===== config.mk =====
export PLATFORM = sky130hd
export DESIGN_NAME = glass_tile_address_generator_unit
export DESIGN_NICKNAME = d
export VERILOG_FILES = /design/src/gtag_pkg.sv /design/src/gtag_cfg.sv /design/src/gtag_step.sv /design/src/gtag_obuf.sv /design/src/glass_tile_address_generator_unit.sv
export VERILOG_INCLUDE_DIRS = /design/src /design/src/src
export SDC_FILE = /design/constraint.sdc
export NUM_CORES = 1
export LEC_CHECK = 0
export BUFFER_PORTS_ARGS = -buffer_cell sky130_fd_sc_hd__buf_2
export CAP_MARGIN = 20
export CORE_ASPECT_RATIO = 0.7
export CORE_MARGIN = 1
export CORE_UTILIZATION = 55
export CTS_BUF_LIST = sky130_fd_sc_hd__clkbuf_8
export DETAILED_ROUTE_END_ITERATION = 7
export PLACE_DENSITY = 0.81
export SYNTH_ARGS = -nofsm -noshare
export SYNTH_HDL_FRONTEND = slang
export SYNTH_HIERARCHICAL = 1
export SYNTH_SLANG_ARGS = --single-unit

===== constraint.sdc =====
create_clock -name clk -period 9.6 [get_ports clk]
set_clock_uncertainty 0.2 [all_clocks]
set_input_delay 0.96 -clock clk [delete_from_list [all_inputs] [get_ports clk]]
set_output_delay 0.96 -clock clk [all_outputs]
set_load 0.005 [all_outputs]

===== src/glass_tile_address_generator_unit_defines.svh =====
// Assertion macros shared by the glass-tile address generator modules.
// Each macro expects signals named clk and rst_n in the module that uses it.
`ifndef GLASS_TILE_ADDRESS_GENERATOR_UNIT_DEFINES_SVH
`define GLASS_TILE_ADDRESS_GENERATOR_UNIT_DEFINES_SVH

// Consequent must hold in the same cycle as the antecedent.
`define GTAG_ASSERT_SAME(label, ante, cons, msg) \
    label: assert property (@(posedge clk) disable iff (!rst_n) (ante) |-> (cons)) \
        else $error(msg);

// Consequent must hold in the cycle after the antecedent.
`define GTAG_ASSERT_NEXT(label, ante, cons, msg) \
    label: assert property (@(posedge clk) disable iff (!rst_n) (ante) |=> (cons)) \
        else $error(msg);

`endif


===== src/gtag_pkg.sv =====
// Package for the glass-tile address generator: constants, register codes,
// shared structs and the tile size saturation function. No dependencies.
package gtag_pkg;

    // Field widths fixed by the interface.
    localparam int COORD_W     = 12;
    localparam int TILE_W      = 6;
    localparam int ORIGIN_W    = 12;
    localparam int SIZE_W      = 13;
    localparam int CFG_DATA_W  = 13;
    localparam int CFG_INDEX_W = 3;
    localparam int S_TDATA_W   = 8;
    localparam int M_TDATA_W   = 48;

    // Default image dimension limit.
    localparam int MAX_SIZE_DEF = 4096;

    // Tile size limits and register reset values.
    localparam logic [TILE_W-1:0] TILE_MIN = 6'd10;
    localparam logic [TILE_W-1:0] TILE_MAX = 6'd50;
    localparam logic [TILE_W-1:0] TILE_RST = 6'd20;
    localparam int REGION_SIZE_RST = 4096;

    // Configuration register indexes.
    typedef enum logic [CFG_INDEX_W-1:0] {
        REG_TILE_WIDTH    = 3'd0,
        REG_TILE_HEIGHT   = 3'd1,
        REG_REGION_LEFT   = 3'd2,
        REG_REGION_TOP    = 3'd3,
        REG_REGION_WIDTH  = 3'd4,
        REG_REGION_HEIGHT = 3'd5
    } gtag_reg_t;

    // Saturated tile geometry, split into the half and the remainder.
    typedef struct packed {
        logic [TILE_W-1:0] tw;
        logic [TILE_W-1:0] th;
        logic [TILE_W-1:0] xhalf;
        logic [TILE_W-1:0] xrem;
        logic [TILE_W-1:0] yhalf;
        logic [TILE_W-1:0] yrem;
    } gtag_tile_t;

    localparam gtag_tile_t TILE_GEOM_RST = '{
        tw:    6'd20,
        th:    6'd20,
        xhalf: 6'd10,
        xrem:  6'd10,
        yhalf: 6'd10,
        yrem:  6'd10
    };

    // One result transaction.
    typedef struct packed {
        logic [COORD_W-1:0] dest_x;
        logic [COORD_W-1:0] dest_y;
        logic [COORD_W-1:0] src_x;
        logic [COORD_W-1:0] src_y;
        logic               row_end;
        logic               frame_end;
    } gtag_result_t;

    // Clamp a programmed tile size into the supported range.
    function automatic logic [TILE_W-1:0] sat_tile(input logic [TILE_W-1:0] v);
        logic [TILE_W-1:0] r;
        if (v < TILE_MIN)
        begin
            r = TILE_MIN;
        end
        else if (v > TILE_MAX)
        begin
            r = TILE_MAX;
        end
        else
        begin
            r = v;
        end
        return r;
    endfunction

endpackage


===== src/gtag_cfg.sv =====
// Configuration registers and the region and tile geometry derived from them.
// Depends on gtag_pkg.
module gtag_cfg #(
    parameter int MAX_SIZE = gtag_pkg::MAX_SIZE_DEF,
    localparam int AW = $clog2(MAX_SIZE)
) (
    input  logic                               clk,
    input  logic                               rst_n,
    input  logic                               we,
    input  logic [gtag_pkg::CFG_INDEX_W-1:0]   index,
    input  logic [gtag_pkg::CFG_DATA_W-1:0]    data,
    output logic [AW-1:0]                      left,
    output logic [AW-1:0]                      top,
    output logic [AW-1:0]                      last_row,
    output logic [AW:0]                        w,
    output logic [AW:0]                        h,
    output gtag_pkg::gtag_tile_t               tile
);

    localparam int EW = ((AW > gtag_pkg::ORIGIN_W) ? AW : gtag_pkg::ORIGIN_W) + 1;
    localparam int SPW = ((AW > gtag_pkg::SIZE_W) ? AW : gtag_pkg::SIZE_W) + 1;
    localparam int RST_SPAN = (MAX_SIZE < gtag_pkg::REGION_SIZE_RST) ? MAX_SIZE
                                                                    : gtag_pkg::REGION_SIZE_RST;

    logic [gtag_pkg::TILE_W-1:0]   tw_raw_reg, tw_raw_next;
    logic [gtag_pkg::TILE_W-1:0]   th_raw_reg, th_raw_next;
    logic [gtag_pkg::ORIGIN_W-1:0] left_raw_reg, left_raw_next;
    logic [gtag_pkg::ORIGIN_W-1:0] top_raw_reg, top_raw_next;
    logic [gtag_pkg::SIZE_W-1:0]   wid_raw_reg, wid_raw_next;
    logic [gtag_pkg::SIZE_W-1:0]   hgt_raw_reg, hgt_raw_next;

    logic [AW-1:0]        left_reg, left_next;
    logic [AW-1:0]        top_reg, top_next;
    logic [AW-1:0]        last_row_reg, last_row_next;
    logic [AW:0]          w_reg, w_next;
    logic [AW:0]          h_reg, h_next;
    gtag_pkg::gtag_tile_t tile_reg, tile_next;
    logic [AW:0]          last_row_wide;

    // Usable pixels along one axis from a saturated origin.
    function automatic logic [AW:0] span_of(input logic [AW-1:0] origin,
                                            input logic [gtag_pkg::SIZE_W-1:0] size);
        logic [gtag_pkg::SIZE_W-1:0] sz;
        logic [SPW-1:0]              fin;
        logic [SPW-1:0]              diff;
        sz = (size == '0) ? gtag_pkg::SIZE_W'(1) : size;
        fin = SPW'(origin) + SPW'(sz);
        if (fin > SPW'(MAX_SIZE))
        begin
            fin = SPW'(MAX_SIZE);
        end
        diff = fin - SPW'(origin);
        return diff[AW:0];
    endfunction

    // Clamp an origin to the last addressable position.
    function automatic logic [AW-1:0] sat_origin(input logic [gtag_pkg::ORIGIN_W-1:0] v);
        logic [AW-1:0] r;
        if (EW'(v) > EW'(MAX_SIZE - 1))
        begin
            r = AW'(MAX_SIZE - 1);
        end
        else
        begin
            r = AW'(v);
        end
        return r;
    endfunction

    // Register write decode.
    always_comb
    begin
        tw_raw_next   = tw_raw_reg;
        th_raw_next   = th_raw_reg;
        left_raw_next = left_raw_reg;
        top_raw_next  = top_raw_reg;
        wid_raw_next  = wid_raw_reg;
        hgt_raw_next  = hgt_raw_reg;
        if (we)
        begin
            unique case (gtag_pkg::gtag_reg_t'(index))
                gtag_pkg::REG_TILE_WIDTH:    tw_raw_next   = data[gtag_pkg::TILE_W-1:0];
                gtag_pkg::REG_TILE_HEIGHT:   th_raw_next   = data[gtag_pkg::TILE_W-1:0];
                gtag_pkg::REG_REGION_LEFT:   left_raw_next = data[gtag_pkg::ORIGIN_W-1:0];
                gtag_pkg::REG_REGION_TOP:    top_raw_next  = data[gtag_pkg::ORIGIN_W-1:0];
                gtag_pkg::REG_REGION_WIDTH:  wid_raw_next  = data;
                gtag_pkg::REG_REGION_HEIGHT: hgt_raw_next  = data;
                default:
                begin
                end
            endcase
        end
    end

    // Derived geometry follows the register values as they will be after this edge,
    // so the walk never sees a stale mix of old and new settings.
    always_comb
    begin
        tile_next.tw    = gtag_pkg::sat_tile(tw_raw_next);
        tile_next.th    = gtag_pkg::sat_tile(th_raw_next);
        tile_next.xhalf = {1'b0, tile_next.tw[gtag_pkg::TILE_W-1:1]};
        tile_next.xrem  = tile_next.tw - tile_next.xhalf;
        tile_next.yhalf = {1'b0, tile_next.th[gtag_pkg::TILE_W-1:1]};
        tile_next.yrem  = tile_next.th - tile_next.yhalf;
        left_next       = sat_origin(left_raw_next);
        top_next        = sat_origin(top_raw_next);
        w_next          = span_of(left_next, wid_raw_next);
        h_next          = span_of(top_next, hgt_raw_next);
        last_row_wide   = {1'b0, top_next} + h_next - 1'b1;
        last_row_next   = last_row_wide[AW-1:0];
    end

    // Raw and derived configuration registers.
    always_ff @(posedge clk or negedge rst_n)
    begin
        if (!rst_n)
        begin
            tw_raw_reg   <= gtag_pkg::TILE_RST;
            th_raw_reg   <= gtag_pkg::TILE_RST;
            left_raw_reg <= '0;
            top_raw_reg  <= '0;
            wid_raw_reg  <= gtag_pkg::SIZE_W'(gtag_pkg::REGION_SIZE_RST);
            hgt_raw_reg  <= gtag_pkg::SIZE_W'(gtag_pkg::REGION_SIZE_RST);
            left_reg     <= '0;
            top_reg      <= '0;
            w_reg        <= (AW + 1)'(RST_SPAN);
            h_reg        <= (AW + 1)'(RST_SPAN);
            last_row_reg <= AW'(RST_SPAN - 1);
            tile_reg     <= gtag_pkg::TILE_GEOM_RST;
        end
        else
        begin
            tw_raw_reg   <= tw_raw_next;
            th_raw_reg   <= th_raw_next;
            left_raw_reg <= left_raw_next;
            top_raw_reg  <= top_raw_next;
            wid_raw_reg  <= wid_raw_next;
            hgt_raw_reg  <= hgt_raw_next;
            left_reg     <= left_next;
            top_reg      <= top_next;
            w_reg        <= w_next;
            h_reg        <= h_next;
            last_row_reg <= last_row_next;
            tile_reg     <= tile_next;
        end
    end

    assign left     = left_reg;
    assign top      = top_reg;
    assign last_row = last_row_reg;
    assign w        = w_reg;
    assign h        = h_reg;
    assign tile     = tile_reg;

endmodule


===== src/gtag_step.sv =====
// Raster walk state and the single-pass source address computation.
// Depends on gtag_pkg and glass_tile_address_generator_unit_defines.svh.
`include "glass_tile_address_generator_unit_defines.svh"

module gtag_step #(
    parameter int MAX_SIZE = gtag_pkg::MAX_SIZE_DEF,
    localparam int AW = $clog2(MAX_SIZE)
) (
    input  logic                   clk,
    input  logic                   rst_n,
    input  logic                   accept,
    input  logic                   restart,
    input  logic [AW-1:0]          left,
    input  logic [AW-1:0]          top,
    input  logic [AW-1:0]          last_row,
    input  logic [AW:0]            w,
    input  logic [AW:0]            h,
    input  gtag_pkg::gtag_tile_t   tile,
    output gtag_pkg::gtag_result_t result
);

    // Centres grow by at most one tile per ten pixels; offsets may run on
    // past the half tile when the tile size shrinks in mid walk.
    localparam int CW = AW + 4;
    localparam int OW = AW + 3;
    localparam int SW = AW + 5;
    localparam int EW = ((AW + 1) > gtag_pkg::COORD_W) ? (AW + 1) : gtag_pkg::COORD_W;

    logic [AW-1:0]        col_reg, col_next;
    logic [AW-1:0]        row_reg, row_next;
    logic [AW-1:0]        held_reg, held_next;
    logic signed [CW-1:0] xc_reg, xc_next;
    logic signed [OW-1:0] xo_reg, xo_next;
    logic signed [CW-1:0] yc_reg, yc_next;
    logic signed [OW-1:0] yo_reg, yo_next;

    logic [AW-1:0]        col0, row0, col1, row2;
    logic [AW:0]          row1, col1_inc, row2_inc;
    logic                 wrap_col, row_start, frame_start, re, fe;
    logic signed [CW-1:0] yc, xc, yc_adv, xc_adv;
    logic signed [OW-1:0] yo, xo, yo_inc, xo_inc, yo_adv, xo_adv;
    logic signed [OW-1:0] yhalf_s, yrem_s, xhalf_s, xrem_s;
    logic signed [CW-1:0] th_s, tw_s;
    logic signed [SW-1:0] sy, sx, last_row_s, w_s;
    logic [AW-1:0]        sy_clamp, sx_sel;
    logic [EW-1:0]        dx_sum, dy_sum, sx_sum, sy_ext;

    // Position of this pixel after restart and region wrap.
    always_comb
    begin
        col0        = restart ? '0 : col_reg;
        row0        = restart ? '0 : row_reg;
        wrap_col    = ({1'b0, col0} >= w);
        col1        = wrap_col ? '0 : col0;
        row1        = wrap_col ? ({1'b0, row0} + 1'b1) : {1'b0, row0};
        row2        = (row1 >= h) ? '0 : row1[AW-1:0];
        row_start   = (col1 == '0);
        frame_start = row_start && (row2 == '0);
        col1_inc    = {1'b0, col1} + 1'b1;
        row2_inc    = {1'b0, row2} + 1'b1;
        re          = (col1_inc == w);
        fe          = re && (row2_inc == h);
    end

    // Row tile walk: source row chosen at the start of each row.
    always_comb
    begin
        yhalf_s    = OW'(tile.yhalf);
        yrem_s     = OW'(tile.yrem);
        th_s       = CW'(tile.th);
        last_row_s = SW'(last_row);
        yc         = frame_start ? CW'(top) : yc_reg;
        yo         = frame_start ? '0 : yo_reg;
        sy         = SW'(yc) + (SW'(yo) <<< 1);
        if (sy < 0)
        begin
            sy_clamp = '0;
        end
        else if (sy > last_row_s)
        begin
            sy_clamp = last_row;
        end
        else
        begin
            sy_clamp = sy[AW-1:0];
        end
        yo_inc = yo + OW'(1);
        if (yo_inc == yhalf_s)
        begin
            yc_adv = yc + th_s;
            yo_adv = -yrem_s;
        end
        else
        begin
            yc_adv = yc;
            yo_adv = yo_inc;
        end
        held_next = row_start ? sy_clamp : held_reg;
        yc_next   = row_start ? yc_adv : yc_reg;
        yo_next   = row_start ? yo_adv : yo_reg;
    end

    // Column tile walk: restarts at every row start.
    always_comb
    begin
        xhalf_s = OW'(tile.xhalf);
        xrem_s  = OW'(tile.xrem);
        tw_s    = CW'(tile.tw);
        w_s     = SW'(w);
        xc      = row_start ? '0 : xc_reg;
        xo      = row_start ? '0 : xo_reg;
        sx      = SW'(xc) + (SW'(xo) <<< 1);
        if (sx >= w_s)
        begin
            sx_sel = col1;
        end
        else if (sx < 0)
        begin
            sx_sel = '0;
        end
        else
        begin
            sx_sel = sx[AW-1:0];
        end
        xo_inc = xo + OW'(1);
        if (xo_inc == xhalf_s)
        begin
            xc_adv = xc + tw_s;
            xo_adv = -xrem_s;
        end
        else
        begin
            xc_adv = xc;
            xo_adv = xo_inc;
        end
        xc_next = xc_adv;
        xo_next = xo_adv;
    end

    // Advance to the following pixel.
    always_comb
    begin
        if (re)
        begin
            col_next = '0;
            row_next = fe ? '0 : row2_inc[AW-1:0];
        end
        else
        begin
            col_next = col1_inc[AW-1:0];
            row_next = row2;
        end
    end

    // Absolute coordinates of the result transaction.
    always_comb
    begin
        dx_sum           = EW'(left) + EW'(col1);
        dy_sum           = EW'(top) + EW'(row2);
        sx_sum           = EW'(left) + EW'(sx_sel);
        sy_ext           = EW'(held_next);
        result.dest_x    = dx_sum[gtag_pkg::COORD_W-1:0];
        result.dest_y    = dy_sum[gtag_pkg::COORD_W-1:0];
        result.src_x     = sx_sum[gtag_pkg::COORD_W-1:0];
        result.src_y     = sy_ext[gtag_pkg::COORD_W-1:0];
        result.row_end   = re;
        result.frame_end = fe;
    end

    // Walk state, updated once per accepted transaction.
    always_ff @(posedge clk or negedge rst_n)
    begin
        if (!rst_n)
        begin
            col_reg  <= '0;
            row_reg  <= '0;
            held_reg <= '0;
            xc_reg   <= '0;
            xo_reg   <= '0;
            yc_reg   <= '0;
            yo_reg   <= '0;
        end
        else if (accept)
        begin
            col_reg  <= col_next;
            row_reg  <= row_next;
            held_reg <= held_next;
            xc_reg   <= xc_next;
            xo_reg   <= xo_next;
            yc_reg   <= yc_next;
            yo_reg   <= yo_next;
        end
    end

    // A row end must send the walk to column zero, a frame end to row zero.
    `GTAG_ASSERT_NEXT(a_row_end_clears_col, accept && re, col_reg == '0, "column not cleared after row end")
    `GTAG_ASSERT_NEXT(a_frame_end_clears_row, accept && fe, row_reg == '0, "row not cleared after frame end")
    `GTAG_ASSERT_NEXT(a_mid_row_advances, accept && !re, col_reg != '0, "column did not advance within row")
    // The source row may only change at a row start.
    `GTAG_ASSERT_NEXT(a_held_row_stable, accept && !row_start, held_reg == $past(held_reg), "source row changed mid row")

endmodule


===== src/gtag_obuf.sv =====
// Two-entry output buffer: result register plus skid stage, so the input side
// can take one more result while a finished result waits. Depends on gtag_pkg.
module gtag_obuf (
    input  logic                   clk,
    input  logic                   rst_n,
    input  logic                   in_valid,
    output logic                   in_ready,
    input  gtag_pkg::gtag_result_t in_data,
    output logic                   out_valid,
    input  logic                   out_ready,
    output gtag_pkg::gtag_result_t out_data
);

    logic                   out_valid_reg, out_valid_next;
    logic                   skid_valid_reg, skid_valid_next;
    gtag_pkg::gtag_result_t out_data_reg, out_data_next;
    gtag_pkg::gtag_result_t skid_data_reg, skid_data_next;
    logic                   in_fire;
    logic                   load_out;

    // Refill the result register from the skid stage first, then from the input.
    always_comb
    begin
        in_fire         = in_valid && !skid_valid_reg;
        load_out        = !out_valid_reg || out_ready;
        out_valid_next  = out_valid_reg;
        skid_valid_next = skid_valid_reg;
        out_data_next   = out_data_reg;
        skid_data_next  = skid_data_reg;
        if (load_out)
        begin
            if (skid_valid_reg)
            begin
                out_valid_next  = 1'b1;
                out_data_next   = skid_data_reg;
                skid_valid_next = 1'b0;
            end
            else
            begin
                out_valid_next = in_fire;
                out_data_next  = in_data;
            end
        end
        else if (in_fire)
        begin
            skid_valid_next = 1'b1;
            skid_data_next  = in_data;
        end
    end

    always_ff @(posedge clk or negedge rst_n)
    begin
        if (!rst_n)
        begin
            out_valid_reg  <= 1'b0;
            skid_valid_reg <= 1'b0;
        end
        else
        begin
            out_valid_reg  <= out_valid_next;
            skid_valid_reg <= skid_valid_next;
        end
    end

    // Payload registers carry no reset.
    always_ff @(posedge clk)
    begin
        out_data_reg  <= out_data_next;
        skid_data_reg <= skid_data_next;
    end

    assign in_ready  = !skid_valid_reg;
    assign out_valid = out_valid_reg;
    assign out_data  = out_data_reg;

endmodule


===== src/glass_tile_address_generator_unit.sv =====
// Glass-tile address generator: one destination pixel and its source pixel per
// transaction, walking the programmed region in raster order. A new transaction
// is taken every clock cycle while s_tready is high; its result is registered
// in the output buffer. The throughput is set by the single combinational pass
// from the walk registers through wrap, tile walk and clamping into the result
// register, and a two-entry output buffer keeps the slave side open while one
// result waits for the downstream ready. Configuration writes take effect for
// the next transaction accepted after the write edge. The walk wraps to the
// region's top-left pixel after the last pixel, or when tdata bit 0 requests a
// restart. Depends on gtag_pkg, gtag_cfg, gtag_step and gtag_obuf.
module glass_tile_address_generator_unit #(
    parameter int MAX_SIZE = gtag_pkg::MAX_SIZE_DEF
) (
    input  logic                              clk,
    input  logic                              rst_n,
    // Configuration write port.
    input  logic                              cfg_we,
    input  logic [gtag_pkg::CFG_INDEX_W-1:0]  cfg_index,
    input  logic [gtag_pkg::CFG_DATA_W-1:0]   cfg_data,
    // Slave side.
    input  logic                              s_tvalid,
    output logic                              s_tready,
    input  logic [gtag_pkg::S_TDATA_W-1:0]    s_tdata,   // [0] restart, [7:1] zero
    // Master side.
    output logic                              m_tvalid,
    input  logic                              m_tready,
    output logic [gtag_pkg::M_TDATA_W-1:0]    m_tdata,   // [11:0] dest_x, [23:12] dest_y,
                                                         // [35:24] src_x, [47:36] src_y
    output logic                              m_tlast,   // frame_end
    output logic                              m_tuser    // [0] row_end
);

    localparam int AW = $clog2(MAX_SIZE);

    logic [AW-1:0]          left, top, last_row;
    logic [AW:0]            w, h;
    gtag_pkg::gtag_tile_t   tile;
    gtag_pkg::gtag_result_t step_result;
    gtag_pkg::gtag_result_t out_result;
    logic                   accept;

    assign accept = s_tvalid && s_tready;

    // Configuration registers and derived geometry.
    gtag_cfg #(
        .MAX_SIZE (MAX_SIZE)
    ) u_cfg (
        .clk      (clk),
        .rst_n    (rst_n),
        .we       (cfg_we),
        .index    (cfg_index),
        .data     (cfg_data),
        .left     (left),
        .top      (top),
        .last_row (last_row),
        .w        (w),
        .h        (h),
        .tile     (tile)
    );

    // Raster walk and address computation.
    gtag_step #(
        .MAX_SIZE (MAX_SIZE)
    ) u_step (
        .clk      (clk),
        .rst_n    (rst_n),
        .accept   (accept),
        .restart  (s_tdata[0]),
        .left     (left),
        .top      (top),
        .last_row (last_row),
        .w        (w),
        .h        (h),
        .tile     (tile),
        .result   (step_result)
    );

    // Result register and skid stage.
    gtag_obuf u_obuf (
        .clk       (clk),
        .rst_n     (rst_n),
        .in_valid  (s_tvalid),
        .in_ready  (s_tready),
        .in_data   (step_result),
        .out_valid (m_tvalid),
        .out_ready (m_tready),
        .out_data  (out_result)
    );

    assign m_tdata = {out_result.src_y, out_result.src_x, out_result.dest_y, out_result.dest_x};
    assign m_tlast = out_result.frame_end;
    assign m_tuser = out_result.row_end;

endmodule

* Yosys cells after proc, flatten, opt, wreduce, memory -nomap -nowiden
Index checks and enable logic that the tools add are counted.
** Storage, ports and cells
- Flip-flop bits (word level) :: 334
- Bits of input ports :: 29
- Output and inout port bits :: 52
- Word-level logic and storage cells :: 139
** Cells by class
- Add/sub/neg operators :: 22
- $lt $le $gt $ge :: 12
- Equality and inequality tests :: 9
- Mux-type cells :: 45
- Bitwise operators :: 1
- Reductions and logical operators :: 14
** Operators with widths (number)
- 2-to-1 mux 12 bit :: 16
- 2-to-1 mux 13 bit :: 9
- 2-to-1 mux 16 bit :: 4
- 2-to-1 mux 15 bit :: 4
- 2-to-1 mux 50 bit :: 1
- adder 12 bit :: 4
- 2-to-1 mux 6 bit :: 8
- adder 12 x 1 -> 13 bit, second input constant :: 3
- adder 16 x 16 -> 17 bit :: 2
- less-than comparator 17 x 1 -> 1 bit, second input constant :: 2
- adder 16 x 7 -> 16 bit :: 2
- adder 15 x 2 -> 15 bit, second input constant :: 2
- equality test 15 x 6 -> 1 bit :: 2
- negation 6 -> 15 bit :: 2
- adder 12 x 13 -> 14 bit :: 2
- > comparator 14 x 13 -> 1 bit, second input constant :: 2
- equality test 13 bit :: 2
- zero test 13 bit :: 2
- subtractor 13 x 12 -> 13 bit :: 2
- zero test 12 bit :: 2
- greater-or-equal comparator 17 x 14 -> 1 bit :: 1
- > comparator 17 x 13 -> 1 bit :: 1
- greater-or-equal comparator 12 x 13 -> 1 bit :: 1
- greater-or-equal comparator 13 bit :: 1
- other kinds (15) :: 26

* Longest topological paths before layout
- Depth after elaboration :: 14
- Gate-level depth with buffers :: 50
- Mapped depth without buffers :: 45

* Modules after synthesis
Netlist, hierarchy kept.
** Modules (own cells, without submodules)
- gtag_step :: instances 1, cells each 1720, area each 13320.3 µm², seq. area each 2452.4 µm²
- gtag_cfg :: instances 1, cells each 768, area each 8069.0 µm², seq. area each 3138.0 µm²
- gtag_obuf :: instances 1, cells each 164, area each 3927.5 µm², seq. area each 3052.9 µm²
- glass_tile_address_generator_unit :: instances 1, cells each 1, area each 6.3 µm², seq. area each 0.0 µm²

* Worst setup path after synthesis
OpenSTA, ideal clock, no wires.
- Path type :: input to register
- Start point :: in s_tdata[0] in the netlist's numbering
- End point :: reg u_obuf.out_data_reg (netlist bit u_obuf/out_data[10]) (data pin)
- Arrival :: 11177 ps
- Data required time :: 9140 ps
- Setup slack :: -2038 ps
- Cell stages on the path :: 49
- Buffers on the path :: 11
- Path through :: clkbuf_1 clkbuf_1 buf_1 nand2b_1 inv_1 ha_1 and4b_1 buf_6 nand2_1 or4_1 o22ai_2 xnor2_1 ha_1 a21o_1 a211oi_1 o211ai_1 a41oi_1 clkbuf_1 (+13 left out) a21oi_1 o21bai_1 a21o_1 a21oi_1 inv_1 a21oi_1 xnor2_1 ha_1 nand4_1 a21oi_1 o31a_1 o21ai_0 a21oi_1 nor4_1 clkbuf_1 mux2i_1 o21ai_0 mux2_4
** RTL lines
- start, declared :: line glass_tile_address_generator_unit.sv:23 : input logic [gtag_pkg::S_TDATA_W-1:0] s_tdata,
- end signal, assigned :: line gtag_obuf.sv:68 : out_data_reg <= out_data_next;
- end, declared :: line gtag_obuf.sv:16 : gtag_pkg::gtag_result_t out_data_reg, out_data_next;

==> out/qor.txt <==
routed wire length: 73,300 microns
total gr overflow: 0
startpoint types: input pin
r2r worst-path depth: 39
PortBufs: 73
# clock sinks: 324
post-route ant nets: 0
clk_lat worst skew: 0.69 ns
Worst-path clk slew: 0.08 ns
dominant synthesized flop cell: dfrtp_1
slowest stage delay, CP: 0.42 ns
final setup vio count: 0
worst flop-to-flop path endpoint: u_obuf/out_data[7]$_DFFE_PP_
Req. time, crit path: 9.82 ns
Tcrit/Tclk final: 96.0%
post-synthesis compound-gate area fraction: 16.7%
RSZ-0062 raised after global routing: false
Post-synth ARST share: 69.1%
drt pass-1 iters: 6
Synth Register Bits: 324
first-pass GRT wire length: 115,000 microns
post-synthesis simple-gate area fraction: 16.5%
Layout Cells excl Fill: 3,483
CTS Root Cell: clkbuf_8
CTS tree: yes
Final Cell Area: 28,400 sq um
PD cells: 320 nW/um^2
die width: 258 microns
CP max FO: 18
routability-driven placement congestion ratio: 0.979
Mapped Cells: 2,653
Post-Syn Area: 25,300 sq um
full die area: 46,900 sq um
share of post-route cells with drive strength above 1: 19.9%
adder-cell area share of the yosys netlist: 11.8%
xor/xnor cell area share of the yosys netlist: 6.44%
I/O pins: 81
initial core utilization: 56.0%
htree depth: 2
Cell variety after synth: 122
antenna violations before repair: 2
Max Freq: 0.108 GHz
most common cell after layout, fill and taps aside: inv_1
Post-synth EDFFs: 100
sequential area share after synthesis: 34.1%
vias in the first global route: 20,489
main combinational cell family by area after synthesis: compound AO/OA/AOI/OAI gates
outcome: finished, final reports clean
# DRC: 0
Core Box Area: 45,200 sq um
largest net degree at the start of global routing: 85
final worst setup slack: 0.379 ns
pre-CTS WS: -0.190 ns
worst r2r src: u_step/col_reg[8]$_DFFE_PN0P_
Fin. Hold Viols: 0
Cell Area, Placed: 27,300 sq um
hpwl dp: 57,600 microns
fin crit period: 9.22 ns
most frequent CP cell: ha_1
Avg Vias per Cell: 6.15
P&R area growth vs syn: 12.2%
Max Cap Violations: 0
yosys warns: 6
Slew @ Worst Pin: 1.04 ns
CTS Buffer Depth: 3
Reg2Reg Setup Slack: 0.48 ns
critical path class: input pin to flop
# placed instances: 3,383
Die Y: 182 microns
Nets: 3,094
most frequent cells in the layout: 241 x inv_1, 213 x ha_1, 195 x dfrtp_1
CP Data Arrival Time: 9.44 ns
Overall Global Routing Usage: 31.3%
Slew Viols, Final: 0
routed length per instance: 21.1 microns
Synth Area per Inst: 9.55 sq um
Peak VDD IR: 439 uV
vias post-DR: 21,430
DR iter-0 viols: 2,579
Pleak: 13.2 nW
critical path endpoint category: flop
Slew headroom: 30.2%
cts-stage hold buffer count: 0
multiplexer area fraction after synthesis: 8.78%
Hold Path Class: input pin to async pin
Num CTS Buffers: 52
row cnt: 65
slowest CP cell: a2111oi_4
-- per-layer routing --
metal	global-route usage, %	wire length [microns]
met2	43.4	28900
met1	48.5	35400
met5	0	10
met3	7.58	8000
met4	6.77	1090
-- where the power goes --
group	switching [W]	internal, W	leakage (nW)	total (W)
clock network	0.000601	0.000626	0.604	0.00123
logic	0.00334	0.00223	8.86	0.00556
registers	0.000350	0.00196	3.72	0.00231
total	0.00429	0.00481	13.2	0.00910
-- cell type report --
class                           instances  area [sq um]
Antenna cell                            2          5.00
Timing Repair Buffer                  228          1570
Clock buffer                           56           771
Multi-Input combinational cell       2002         15600
Inverter                              227           852
Tap cell                              603           754
Clock inverter                         41           274
Fill cell                            3725         16800
Sequential cell                       324          8640
-- synthesized netlist by cell type (14+ instances only) --
| cell type | n | area share, % |
|---|---|---|
| ha_1 | 216 | 11 |
| nor2_1 | 186 | 2.8 |
| nand4_1 | 29 | 0.72 |
| a22o_1 | 17 | 0.59 |
| and2_1 | 40 | 0.99 |
| o31ai_1 | 28 | 0.83 |
| o21a_1 | 22 | 0.65 |
| nor2b_1 | 38 | 0.94 |
| or3_1 | 18 | 0.44 |
| a211oi_1 | 16 | 0.47 |
| buf_4 | 19 | 0.56 |
| nand3_1 | 64 | 1.3 |
| nor4_1 | 21 | 0.52 |
| xor2_1 | 50 | 1.7 |
| nand2_1 | 172 | 2.5 |
| dfstp_2 | 28 | 2.9 |
| a21o_1 | 45 | 1.3 |
| a21oi_1 | 130 | 2.6 |
| nand2b_1 | 33 | 0.82 |
| xnor2_1 | 124 | 4.3 |
| mux2_4 | 50 | 3.0 |
| nor3_1 | 49 | 0.97 |
| a31oi_1 | 20 | 0.49 |
| fa_1 | 14 | 1.1 |
| o21bai_1 | 19 | 0.56 |
| edfxtp_1 | 100 | 12 |
| clkbuf_1 | 57 | 0.84 |
| and3_1 | 50 | 1.2 |
| inv_1 | 225 | 3.3 |
| o211ai_1 | 25 | 0.74 |
| mux2i_1 | 69 | 2.7 |
| mux2_2 | 67 | 3.0 |
| o21ai_0 | 141 | 2.8 |
| dfrtp_1 | 196 | 19 |
-- worst max-delay path, delay by kind of cell --
kind            cells  cell delay (ns)
simple gates        7             1.12
xor+xnor            2             0.34
compound gates     17             3.63
mux                 2             0.59
fa+ha+maj           6             1.74
buf+inv             8             0.99
-- stage by stage --
stage | total power, W | setup TNS [ns] | utilization [%] | hold slack [ns]
3_5_place_dp | 0.00769 | -1.77 | 60.5 | 0.270
5_1_grt | 0.00970 | 0 | 62.8 | 0.158
4_1_cts | 0.00896 | 0 | 62.8 | 0.0961
6_report | 0.00910 | 0 | 62.9 | 0.122
3_3_place_gp | 0.00747 | 0 | 60.5 | 0.261
2_1_floorplan | 0.00588 | 0 | - | 0.249
-- cell families after synthesis --
kind of cell / count (synthesis)
flops: 324
mux: 188
simple gates: 789
fa+ha+maj: 230
other cells: 1
xor+xnor: 179
compound gates: 614
buf+inv: 328
-- timing repair --
item                       4_1_cts  5_1_grt
gates resized for setup          0        6
setup endpoints to repair        0       12
setup buffers                    0        1
-- worst max path at each step --
stage,to,cells past startpoint,slack [ns],startpoint
after floorplan,u_obuf/out_data[25]$_DFFE_PP_,47,0.001,s_tdata[0]
after global placement,u_obuf/out_data[10]$_DFFE_PP_,41,0.03,s_tdata[0]
after detailed placement,u_obuf/out_data[2]$_DFFE_PP_,42,-0.19,s_tdata[0]
after CTS,u_obuf/out_data[2]$_DFFE_PP_,42,0.49,s_tdata[0]
after global routing,u_obuf/out_data[8]$_DFFE_PP_,43,0.02,s_tdata[0]
final,u_obuf/out_data[7]$_DFFE_PP_,42,0.38,s_tdata[0]
Power figures use the tool's default switching activity.
